[config.mk]
export PLATFORM = sky130hd
export DESIGN_NAME = prtp_ctrl
export DESIGN_NICKNAME = d
export VERILOG_FILES = /design/src/rtl/prtp_pkg.sv /design/src/rtl/prtp_ctrl.sv
export SDC_FILE = /design/constraint.sdc
export NUM_CORES = 1
export LEC_CHECK = 0
export BUFFER_PORTS_ARGS = -buffer_cell sky130_fd_sc_hd__buf_2
export CELL_PAD_IN_SITES_DETAIL_PLACEMENT = 1
export CELL_PAD_IN_SITES_GLOBAL_PLACEMENT = 1
export CORE_MARGIN = 2
export CORE_UTILIZATION = 35
export CTS_BUF_LIST = sky130_fd_sc_hd__clkbuf_8
export DETAILED_ROUTE_END_ITERATION = 10
export GPL_TIMING_DRIVEN = 0
export PLACE_DENSITY = 0.79
export SYNTH_ARGS = -nofsm -noshare
export SYNTH_HDL_FRONTEND = slang
export SYNTH_SLANG_ARGS = --single-unit
[constraint.sdc]
create_clock -name clock -period 1.9 [get_ports clock]
set_input_delay 0.19 -clock clock [delete_from_list [all_inputs] [get_ports clock]]
set_output_delay 0.19 -clock clock [all_outputs]
set_load 0.01 [all_outputs]
[src/rtl/prtp_pkg.sv]
`timescale 1ns / 1ps

package prtp_pkg;

   // Profile table geometry.
   localparam int TABLE_SLOTS = 8192;
   localparam int SLOT_AW     = (TABLE_SLOTS > 1) ? $clog2(TABLE_SLOTS) : 1;

   // Field widths.
   localparam int ID_W    = 17;
   localparam int TICK_W  = 64;
   localparam int HIT_W   = 32;
   localparam int SLOT_W  = 14;
   localparam int COUNT_W = 64;
   localparam int ENTRY_W = TICK_W + HIT_W;

   // Request type codes.
   localparam logic REQ_MARK = 1'b0;
   localparam logic REQ_READ = 1'b1;

   // Which slot a request touches.
   localparam logic [1:0] SEL_NONE  = 2'd0;
   localparam logic [1:0] SEL_TABLE = 2'd1;
   localparam logic [1:0] SEL_OVF   = 2'd2;

   // Commands from the controller to the datapath.
   typedef struct packed {
      logic               accept;
      logic               update;
      logic               clear;
      logic [SLOT_AW-1:0] clear_addr;
   } cmd_type;

endpackage

[src/rtl/prtp_ctrl.sv]
`timescale 1ns / 1ps

module prtp_ctrl (
   input  logic              clock,
   input  logic              reset,
   input  logic              req_valid,
   output logic              req_stall,
   output logic              rsp_valid,
   input  logic              rsp_stall,
   output prtp_pkg::cmd_type cmd
);

   localparam logic [1:0] ST_CLEAR  = 2'd0;
   localparam logic [1:0] ST_IDLE   = 2'd1;
   localparam logic [1:0] ST_UPDATE = 2'd2;

   logic [1:0]                   state_ff, state_in;
   logic [prtp_pkg::SLOT_AW-1:0] clear_addr_ff, clear_addr_in;
   logic                         rsp_valid_ff, rsp_valid_in;
   logic                         accept, out_free, clear_last;

   assign out_free   = !rsp_valid_ff || !rsp_stall;
   assign accept     = (state_ff == ST_IDLE) && req_valid;
   assign clear_last = (clear_addr_ff == prtp_pkg::SLOT_AW'(prtp_pkg::TABLE_SLOTS - 1));

   // Next state: clear sweep after reset, then one request at a time.
   always_comb begin
      state_in      = state_ff;
      clear_addr_in = clear_addr_ff;
      case (state_ff)
         ST_CLEAR: begin
            clear_addr_in = clear_addr_ff + prtp_pkg::SLOT_AW'(1);
            if (clear_last) begin
               state_in = ST_IDLE;
            end
         end
         ST_IDLE: begin
            if (accept) begin
               state_in = ST_UPDATE;
            end
         end
         ST_UPDATE: begin
            if (out_free) begin
               state_in = ST_IDLE;
            end
         end
         default: begin
            state_in = ST_IDLE;
         end
      endcase
   end

   // The result register holds until the consumer takes it.
   always_comb begin
      rsp_valid_in = rsp_valid_ff && rsp_stall;
      if (state_ff == ST_UPDATE && out_free) begin
         rsp_valid_in = 1'b1;
      end
   end

   always_ff @(posedge clock) begin
      if (reset) begin
         state_ff      <= ST_CLEAR;
         clear_addr_ff <= '0;
         rsp_valid_ff  <= 1'b0;
      end else begin
         state_ff      <= state_in;
         clear_addr_ff <= clear_addr_in;
         rsp_valid_ff  <= rsp_valid_in;
      end
   end

   assign req_stall      = (state_ff != ST_IDLE);
   assign rsp_valid      = rsp_valid_ff;
   assign cmd.accept     = accept;
   assign cmd.update     = (state_ff == ST_UPDATE) && out_free;
   assign cmd.clear      = (state_ff == ST_CLEAR);
   assign cmd.clear_addr = clear_addr_ff;

endmodule

==> summary.txt, run 1 <==
Run status
  – Status: completed

Route
  – Routed WL: 1920 um
  – Antenna viol nets, final: 0
  – Wl on met1: approximately 840 um
  – Total number of vias: between 700 and 800
  – DR top layer: met4
  – Iter 0 DRT Violations: 3
  – Vias per cell: about 5.2
  – Met3 wire len: approximately 57 um
  – Wire per inst: around 14 um
  – # DRC: 0
  – WL met2: ~1000 um
  – DR pass1 iterations: 2

Clock tree
  – Num CTS Buffers: 3
  – TritonCTS clock tree: yes
  – Clk sinks: 16
  – Register clock-pin slew on the reported worst setup and hold paths: 0.06 ns
  – Post-CTS Resized: 1
  – CTS hold repair buffers: 0
  – Worst skew pair latency: ~0.24 ns
  – CTS root buf: clkbuf_8
  – Post-CTS setup buffer count: 0
  – # H-tree levels: 1
  – Clk buf depth: 2

Timing
  – Post-Route Skew: about 0.0014 ns
  – Setup TNS: 0 ns
  – Final Max Slew Viols: 0
  – Final period utilization: between 90% and 100%
  – Final setup viols: 0
  – RSZ-0062 raised after global routing: no
  – Fmax: around 550 MHz
  – Worst Slack Setup Final: roughly 0.09 ns
  – Minimum clock period: 1.81 ns
  – Worst-Margin Slew: approximately 0.46 ns
  – Max-slew headroom: 69.4%
  – Final Hold Viols: 0

Critical path
  – Worst Path Buf+Inv: 1
  – Critical Path, Cell by Cell: ha_1, or3b_1, buf_6, nor4_4, mux2_2
  – WS Path Type: flip-flop to flip-flop
  – Critical Path AT: between 1.5 and 2 ns
  – Reg-to-reg slack, setup: slightly above 0.09 ns
  – Crit. End Element: flip-flop
  – Critical Path RT: between 2 and 2.5 ns
  – Max FO, Critical Path: 9
  – Slowest CP cell: mux2_2
  – CP startpoint kind: flip-flop
  – Critical path's top delay family: simple AND/OR/NAND/NOR gates
  – Max stage delay on crit path: about 0.38 ns

Layout
  – Fill cells: 277
  – Non-filler cells, final: about 140
  – Design area: roughly 1000 sq um
  – Synthesis-to-layout area growth: 27.1%
  – Fin nets: 120
  – Ant diodes: 0
  – Fin util: between 40% and 50%
  – Fraction of layout cells with a size suffix above 1: between 30 and 40%

Synth
  – Part of the Yosys area used for sequential elements: between 40% and 50%
  – Mapped Avg Cell Area: slightly below 9 sq um
  – Net Count, Synth: 94
  – Syn Std Cell Area: 785 sq um
  – Synth unique cells: 27
  – Yosys reg bits: 16
  – Synth warn: 0
  – Synthesized instance count: between 80 and 90

Floorplanning
  – Area of the die: approximately 2600 sq um
  – Rows: 17
  – Starting Density: 36.2%
  – Core Region: about 2200 sq um
  – IO Count: 22
  – Die Wd: between 50 and 60 um
  – Die height: a little over 50 um

Power
  – Max IR drop VDD: between 0.0003 and 0.0004 V
  – P_leak: around 0.40 nW
  – Pwr per Cell Area: roughly 700 nW/um^2

Global routing
  – First-pass GRT wire length: 3020 um
  – Largest net degree at the start of global routing: 11
  – GRT Util Overall: ~16%
  – Vias in the first global route: slightly below 700
  – Gr ovfl total: 0
  – Initial antenna violation count: 0

Placed design
  – DPL Wire Length: 1300 um
  – Dpl ws: around 0.026 ns
  – Placer Congestion: 0.708
  – Placed Instances: 138
  – Post-place instance area: around 900 sq um
  – Port Buf Inserts: 21

Run
  – Number of max-cap violations: 0

Min path
  – Worst hold path class: input pin to flip-flop
-- synthesized netlist by cell type --
cell / n / area share (%)
o31ai_1: 5 / 4.8
nor4_1: 3 / 2.4
or4_1: 5 / 4.8
inv_1: 3 / 1.4
nand2b_1: 3 / 2.4
o21ai_0: 2 / 1.3
or3b_1: 2 / 2.2
nand4_1: 2 / 1.6
buf_6: 2 / 2.9
o21ba_2: 1 / 1.3
dfxtp_1: 16 / 41
buf_4: 1 / 0.96
mux2_2: 4 / 5.7
o2bb2ai_1: 1 / 1.1
nor2b_1: 4 / 3.2
nand3_1: 3 / 1.9
a21oi_1: 9 / 5.7
nand2_1: 5 / 2.4
xor2_1: 1 / 1.1
ha_1: 1 / 1.6
or3_1: 1 / 0.80
a22oi_1: 1 / 0.96
clkbuf_1: 2 / 0.96
nor2_1: 9 / 4.3
buf_2: 1 / 0.64
xnor2_1: 1 / 1.1
nor4_2: 1 / 1.6
-- area by class of cell --
cell class | instances | area, sq um | area share, %
timing repair buffer | 21 | 105 | 10.5
tap | 28 | 35.0 | 3.51
multi-input combinational | 64 | 425 | 42.7
sequential | 16 | 323 | 32.4
inverter | 3 | 11.3 | 1.13
buffer | 6 | 42.5 | 4.27
clock buffer | 4 | 55.1 | 5.52
-- worst min-delay path, cell delays in order --
cell and delay, ns:
buf_2 0.09, nor2b_1 0.05, o2bb2ai_1 0.11
-- cell families (layout without fill, tap and decap cells) --
| logic type | Yosys count | after routing | share of synthesized area (%) |
|---|---|---|---|
| AND/OR/NAND/NOR | 38 | 38 | 27.6 |
| AO/OA/AOI/OAI | 19 | 19 | 15.2 |
| XOR/XNOR | 2 | 2 | 2.23 |
| flip-flops | 16 | 16 | 40.8 |
| buffers and inverters | 9 | 34 | 6.86 |
| multiplexers | 4 | 4 | 5.74 |
| adder cells (fa/ha/maj) | 1 | 1 | 1.59 |
-- through the flow --
stage | total power, W | hold slack (ns)
after floorplan | 0.000378 | 0.373
after global placement | 0.000392 | 0.478
after detailed placement | 0.000394 | 0.494
after CTS | 0.000699 | 0.237
after global routing | 0.000722 | 0.251
final | 0.000688 | 0.241
-- registers in the layout, indices dropped and copies added, names as in the netlist --
| signal | count |
|---|---|
| rsp_valid | 1 |
| clear_addr_ff | 13 |
| state_ff | 2 |
-- layout by cell type, fill, tap and decap left out, types with 2 or more instances in the layout --
| cell type | instances |
|---|---|
| clkbuf_8 | 4 |
| mux2_2 | 4 |
| dfxtp_2 | 2 |
| or4_1 | 5 |
| nor4_1 | 2 |
| nand4_1 | 2 |
| a21oi_1 | 9 |
| o21ai_0 | 2 |
| nor2b_1 | 4 |
| nand2_1 | 5 |
| or3b_1 | 2 |
| nor2_1 | 9 |
| nand2b_1 | 3 |
| buf_2 | 22 |
| nand3_1 | 3 |
| o31ai_1 | 5 |
| buf_6 | 2 |
| inv_1 | 3 |
| dfxtp_1 | 14 |
| clkbuf_1 | 2 |
-- final timing paths --
check / start / end / cells past startpoint
worst max-delay path: clear_addr_ff[0]$_SDFFE_PP0P_ / clear_addr_ff[12]$_SDFFE_PP0P_ / 5
worst min-delay path: reset / state_ff[0]$_SDFFE_PP0P_ / 3
worst max register to register: clear_addr_ff[0]$_SDFFE_PP0P_ / clear_addr_ff[12]$_SDFFE_PP0P_ / 5
worst min register to register: clear_addr_ff[7]$_SDFFE_PP0P_ / clear_addr_ff[7]$_SDFFE_PP0P_ / 2
-- per-layer routing --
metal,vias up,global-route usage (%)
met1,346,17.6
met4,0,6.58
met3,2,3.51
li1,375,-
met2,9,28.1
met5,-,0
-- report_power, final --
group	switching, W	internal (W)
combinational	0.0000230	0.0000164
clock	0.000117	0.000184
sequential	0.00000602	0.000342
total	0.000146	0.000542
Power figures use the tool's default switching activity.
==> inputs of run 2 (changes only) <==
- CELL_PAD_IN_SITES_GLOBAL_PLACEMENT: 1 -> 2
- CORE_UTILIZATION: 35 -> 27
- PLACE_DENSITY: 0.79 -> 0.78
==> run 2 against run 1 <==
Net effect:
- sequential power about the same
- count of clock-buffer cells in the layout unchanged
- flip-flop and latch count unchanged
- combinational power about the same
- hold slack got worse by 0.014 ns
- sequential share of layout area decreased by 0.21 points
- non-clock buffer count unchanged
- register-to-register slack about the same
- largest cell class unchanged
- die area increased by 27%
- first-iteration DRC count unchanged
- highest routed layer unchanged
- utilization decreased by 9.7 points
- cell count increased by 2.1%
- critical path type unchanged
==> summary.txt, run 2 (same netlist as run 1, synthesis figures left out) <==
Route
  – # DRC: 0
  – Total number of vias: 746
  – DR pass1 iterations: 2
  – Antenna viol nets, final: 0
  – Vias per cell: 5.14
  – Wire per inst: 13.5 um
  – Iter 0 DRT Violations: 3
  – Routed WL: approximately 2000 um

Power
  – Power after layout: around 0.0007 W
  – P_leak: between 0.4 and 0.5 nW
  – Max IR drop VDD: between 0.0004 and 0.0005 V
  – Pwr per Cell Area: 698 nW/um^2

Critical path
  – Crit. Startpoint: clear_addr_ff[1]$_SDFFE_PP0P_
  – Critical Path AT: 1.96 ns
  – Crit. End Element: flip-flop
  – Max FO, Critical Path: 9
  – R2R cell count: 5
  – Worst R2R Start: clear_addr_ff[1]$_SDFFE_PP0P_
  – Reg-to-reg slack, setup: ~0.09 ns
  – WS Path Type: flip-flop to flip-flop
  – Critical Path RT: 2.05 ns
  – Worst r2r dst: clear_addr_ff[12]$_SDFFE_PP0P_
  – CP startpoint kind: flip-flop

Timing
  – Final period utilization: 95.2%
  – Final Max Slew Viols: 0
  – Post-Route Skew: approximately 0.0026 ns
  – Worst-Margin Slew: roughly 0.46 ns
  – Final setup viols: 0
  – Minimum clock period: 1.81 ns
  – Final Hold Viols: 0
  – Fmax: ~550 MHz
  – Setup TNS: 0 ns
  – Max-slew headroom: between 60% and 70%
  – RSZ-0062 raised after global routing: no

Layout
  – Area of the multi-input gates: ~430 sq um
  – Fill cells: around 340
  – Most frequent cells in the layout: buf_2, dfxtp_1, nor2_1, a21oi_1
  – Register area: around 320 sq um
  – Synthesis-to-layout area growth: 27.4%
  – Fin nets: 120
  – Largest register FFs: 13
  – Commonest non-fill, non-tap cell in the layout: buf_2
  – Ant diodes: 0
  – Fin util: 36.3%
  – Design area: between 900 and 1000 sq um
  – Top reg by flops: clear_addr_ff
  – Fraction of layout cells with a size suffix above 1: 32.5%

Floorplanning
  – IO Count: 22
  – Rows: 19
  – Die Wd: 57.9 um
  – Core Region: between 2000 and 3000 sq um
  – Starting Density: between 20% and 30%
  – Area of the die: approximately 3400 sq um
  – Die height: approximately 58 um

Placed design
  – Placer Congestion: between 0.7 and 0.8
  – DPL Wire Length: between 1000 and 1500 um
  – Port Buf Inserts: 21
  – Post-place instance area: about 930 sq um

Clock tree
  – Register clock-pin slew on the reported worst setup and hold paths: about 0.070 ns
  – TritonCTS clock tree: yes
  – Num CTS Buffers: 3
  – Clk buf depth: 2
  – CTS root buf: clkbuf_8
  – CTS hold repair buffers: 0
  – Worst skew pair latency: about 0.26 ns
  – Clk sinks: 16
  – # H-tree levels: 1

Run status
  – Status: completed

Min path
  – Hold Crit Start: reset
  – Hold path depth: 3
  – Worst hold path class: input pin to flip-flop
  – Min-Delay Endpoint: state_ff[0]$_SDFFE_PP0P_

Global routing
  – Initial antenna violation count: 0
  – Vias in the first global route: 752
  – Largest net degree at the start of global routing: 11
  – First-pass GRT wire length: approximately 3200 um
  – GRT Util Overall: approximately an eighth
  – Gr ovfl total: 0

Run
  – Number of max-cap violations: 0
run 2: through the flow:
stage,std cells,setup WS (ns),hold slack (ns)
finish,145,0.0903,0.227
global route,145,0.00865,0.239
CTS,145,0.000192,0.224
detailed placement,141,0.00389,0.495
global placement,141,0.0262,0.472
floorplan,89,0.0774,0.373
run 2: per-layer routing:
layer,global-route usage (%),wire (um),up-vias
met5,0,0,-
met4,6.98,38,0
met3,2.68,42,4
met2,21.1,1040,8
met1,14.4,848,365
li1,-,-,369
run 2: critical path, cell delays in order, from the launching register on:
cell and delay (ns):
dfxtp_1 0.37, ha_1 0.15, or3b_1 0.36, buf_6 0.15
nor4_4 0.31, mux2_2 0.36
run 2: final cells by class:
class                           instances  share of cell area, %
Inverter                                3                   1.13
Sequential cell                        16                   32.2
Buffer                                  6                   4.26
Multi-Input combinational cell         64                   42.6
Timing Repair Buffer                   21                   10.5
Clock buffer                            4                   5.51
Tap cell                               31                   3.88
run 2: what timing repair did:
| action | CTS | global route |
|---|---|---|
| setup endpoints to repair | 1 | 2 |
| cloned | 0 | 0 |
| resized for setup | 1 | 2 |
| buffers inserted | 0 | 0 |
run 2: worst max path at each step:
stage                                                 to  slack, ns
after CTS                 clear_addr_ff[12]$_SDFFE_PP0P_     0.0002
final                     clear_addr_ff[12]$_SDFFE_PP0P_       0.09
after detailed placement  clear_addr_ff[10]$_SDFFE_PP0P_      0.004
after global placement    clear_addr_ff[12]$_SDFFE_PP0P_       0.03
after global routing      clear_addr_ff[10]$_SDFFE_PP0P_      0.009
after floorplan           clear_addr_ff[12]$_SDFFE_PP0P_       0.08
run 2: power breakdown:
| part | total [W] | internal (W) | switching (W) |
|---|---|---|---|
| Clock | 0.000312 | 0.000184 | 0.000127 |
| Sequential | 0.000347 | 0.000341 | 0.00000584 |
| Combinational | 0.0000391 | 0.0000162 | 0.0000229 |
| Total | 0.000698 | 0.000542 | 0.000156 |
==> inputs of run 3 (changes only) <==
- CORE_UTILIZATION: 27 -> 30
- PLACE_DENSITY: 0.78 -> 0.82
- clock period: 1.9 -> 1.7 ns (I/O delays scaled with it)
==> run 3 against run 2 <==
Net effect:
- non-clock buffer count up 2
- routed wire length down 0.31%
- sequential power up 12%
- count of clock-buffer cells in the layout unchanged
- die area down 9.3%
- combinational power up 38%
- register-to-register slack worse by 0.02 ns
- first-iteration DRC count rose to 6.3 times the previous value
- critical path type unchanged
==> summary.txt, run 3 (same netlist as run 1, synthesis figures left out) <==
Placed design
  – Post-place instance area: between 900 and 1000 sq um
  – Port Buf Inserts: 21
  – DPL Wire Length: roughly 1400 um
  – Placer Congestion: 0.677

Clock tree
  – CTS root buf: clkbuf_8
  – Clk buf depth: 2
  – # H-tree levels: 1
  – Clk sinks: 16
  – TritonCTS clock tree: yes
  – Worst skew pair latency: 0.25 ns
  – Register clock-pin slew on the reported worst setup and hold paths: approximately 0.070 ns
  – CTS hold repair buffers: 0
  – Num CTS Buffers: 3

Power
  – Power after layout: between 0.0007 and 0.0008 W
  – Pwr per Cell Area: between 700 and 800 nW/um^2
  – P_leak: 0.417 nW
  – Max IR drop VDD: approximately 0.00035 V

Route
  – # DRC: 0
  – Wire per inst: 13.4 um
  – Vias per cell: 5.16
  – Total number of vias: 753
  – Antenna viol nets, final: 0
  – Iter 0 DRT Violations: 19
  – DR pass1 iterations: 4
  – Routed WL: 1960 um

Floorplanning
  – Starting Density: approximately a third
  – Rows: 18
  – Core Region: ~2500 sq um
  – Die height: about 55 um
  – Die Wd: roughly 55 um
  – IO Count: 22
  – Area of the die: 3040 sq um

Run
  – Number of max-cap violations: 0

Critical path
  – Crit. End Element: flip-flop
  – Critical Path RT: approximately 1.9 ns
  – Max FO, Critical Path: 6
  – WS Path Type: flip-flop to flip-flop
  – Critical Path AT: about 1.8 ns
  – CP startpoint kind: flip-flop
  – Reg-to-reg slack, setup: 0.07 ns

Layout
  – Fin util: 42.3%
  – Commonest non-fill, non-tap cell in the layout: buf_2
  – Most frequent cells in the layout: buf_2, dfxtp_1, nor2_1, a21oi_1
  – Synthesis-to-layout area growth: 33.7%
  – Design area: 1050 sq um
  – Largest register FFs: 13
  – Ant diodes: 0
  – Fin nets: about 120
  – Top reg by flops: clear_addr_ff
  – Fraction of layout cells with a size suffix above 1: about 40%

Global routing
  – First-pass GRT wire length: around 3100 um
  – GRT Util Overall: approximately 15%
  – Vias in the first global route: 719
  – Initial antenna violation count: 0
  – Largest net degree at the start of global routing: 11
  – Gr ovfl total: 0

Timing
  – Minimum clock period: 1.63 ns
  – Fin Hold WS: 0.224 ns
  – Post-Route Skew: between 0.001 and 0.0015 ns
  – Max-slew headroom: about two thirds
  – RSZ-0062 raised after global routing: no
  – Fmax: roughly 600 MHz
  – Final Max Slew Viols: 0
  – Final period utilization: between 90% and 100%
  – Final Hold Viols: 0
  – Worst-Margin Slew: about 0.48 ns
  – Final setup viols: 0

Run status
  – Status: completed

Min path
  – Worst hold path class: input pin to flip-flop
[run 3: cell type report]
class	count	area (sq um)
plain buffers	4	26.3
clock buffers	4	55.1
fillers	312	1430
inverters	3	11.3
multi-input cells	64	460
flip-flops and latches	16	325
well taps	30	37.5
repair buffers	25	133
[run 3: power breakdown]
| part | leakage (nW) | internal [W] | switching (W) |
|---|---|---|---|
| logic | 0.258 | 0.0000247 | 0.0000294 |
| clock network | 0.0288 | 0.000205 | 0.000134 |
| registers | 0.130 | 0.000382 | 0.00000683 |
[run 3: worst paths after layout]
path,start,to,cells past startpoint
worst max-delay path,clear_addr_ff[1]$_SDFFE_PP0P_,clear_addr_ff[6]$_SDFFE_PP0P_,4
worst min-delay path,reset,state_ff[0]$_SDFFE_PP0P_,3
worst max register to register,clear_addr_ff[1]$_SDFFE_PP0P_,clear_addr_ff[6]$_SDFFE_PP0P_,4
worst min register to register,clear_addr_ff[3]$_SDFFE_PP0P_,clear_addr_ff[3]$_SDFFE_PP0P_,2
[run 3: what timing repair did]
item / CTS / global route
gates cloned: 1 / 0
setup buffers: 2 / 1
pin swaps: 4 / 3
endpoints found under the setup margin: 3 / 4
gates resized for setup: 5 / 2
[run 3: per-layer routing]
layer	global-route usage, %	vias to the layer above	routed length [um]
met5	0	-	0
met3	3.23	4	72
met4	6.91	0	23
met2	25.4	15	955
li1	-	375	-
met1	17.0	359	906
[run 3: worst max-delay path, cell delays in order, from the launching register on]
cell and delay, ns:
dfxtp_2 0.35, ha_4 0.12, or3b_4 0.42, or4_1 0.51, a21oi_1 0.15
[run 3: per-stage QoR]
step	setup slack, ns	setup TNS (ns)	instances
2_1_floorplan	0.0388	0	89
3_3_place_gp	-0.0174	-0.0175	140
3_5_place_dp	-0.0675	-0.109	140
4_1_cts	-0.00889	-0.00889	146
5_1_grt	0.00693	0	146
6_report	0.0704	0	146
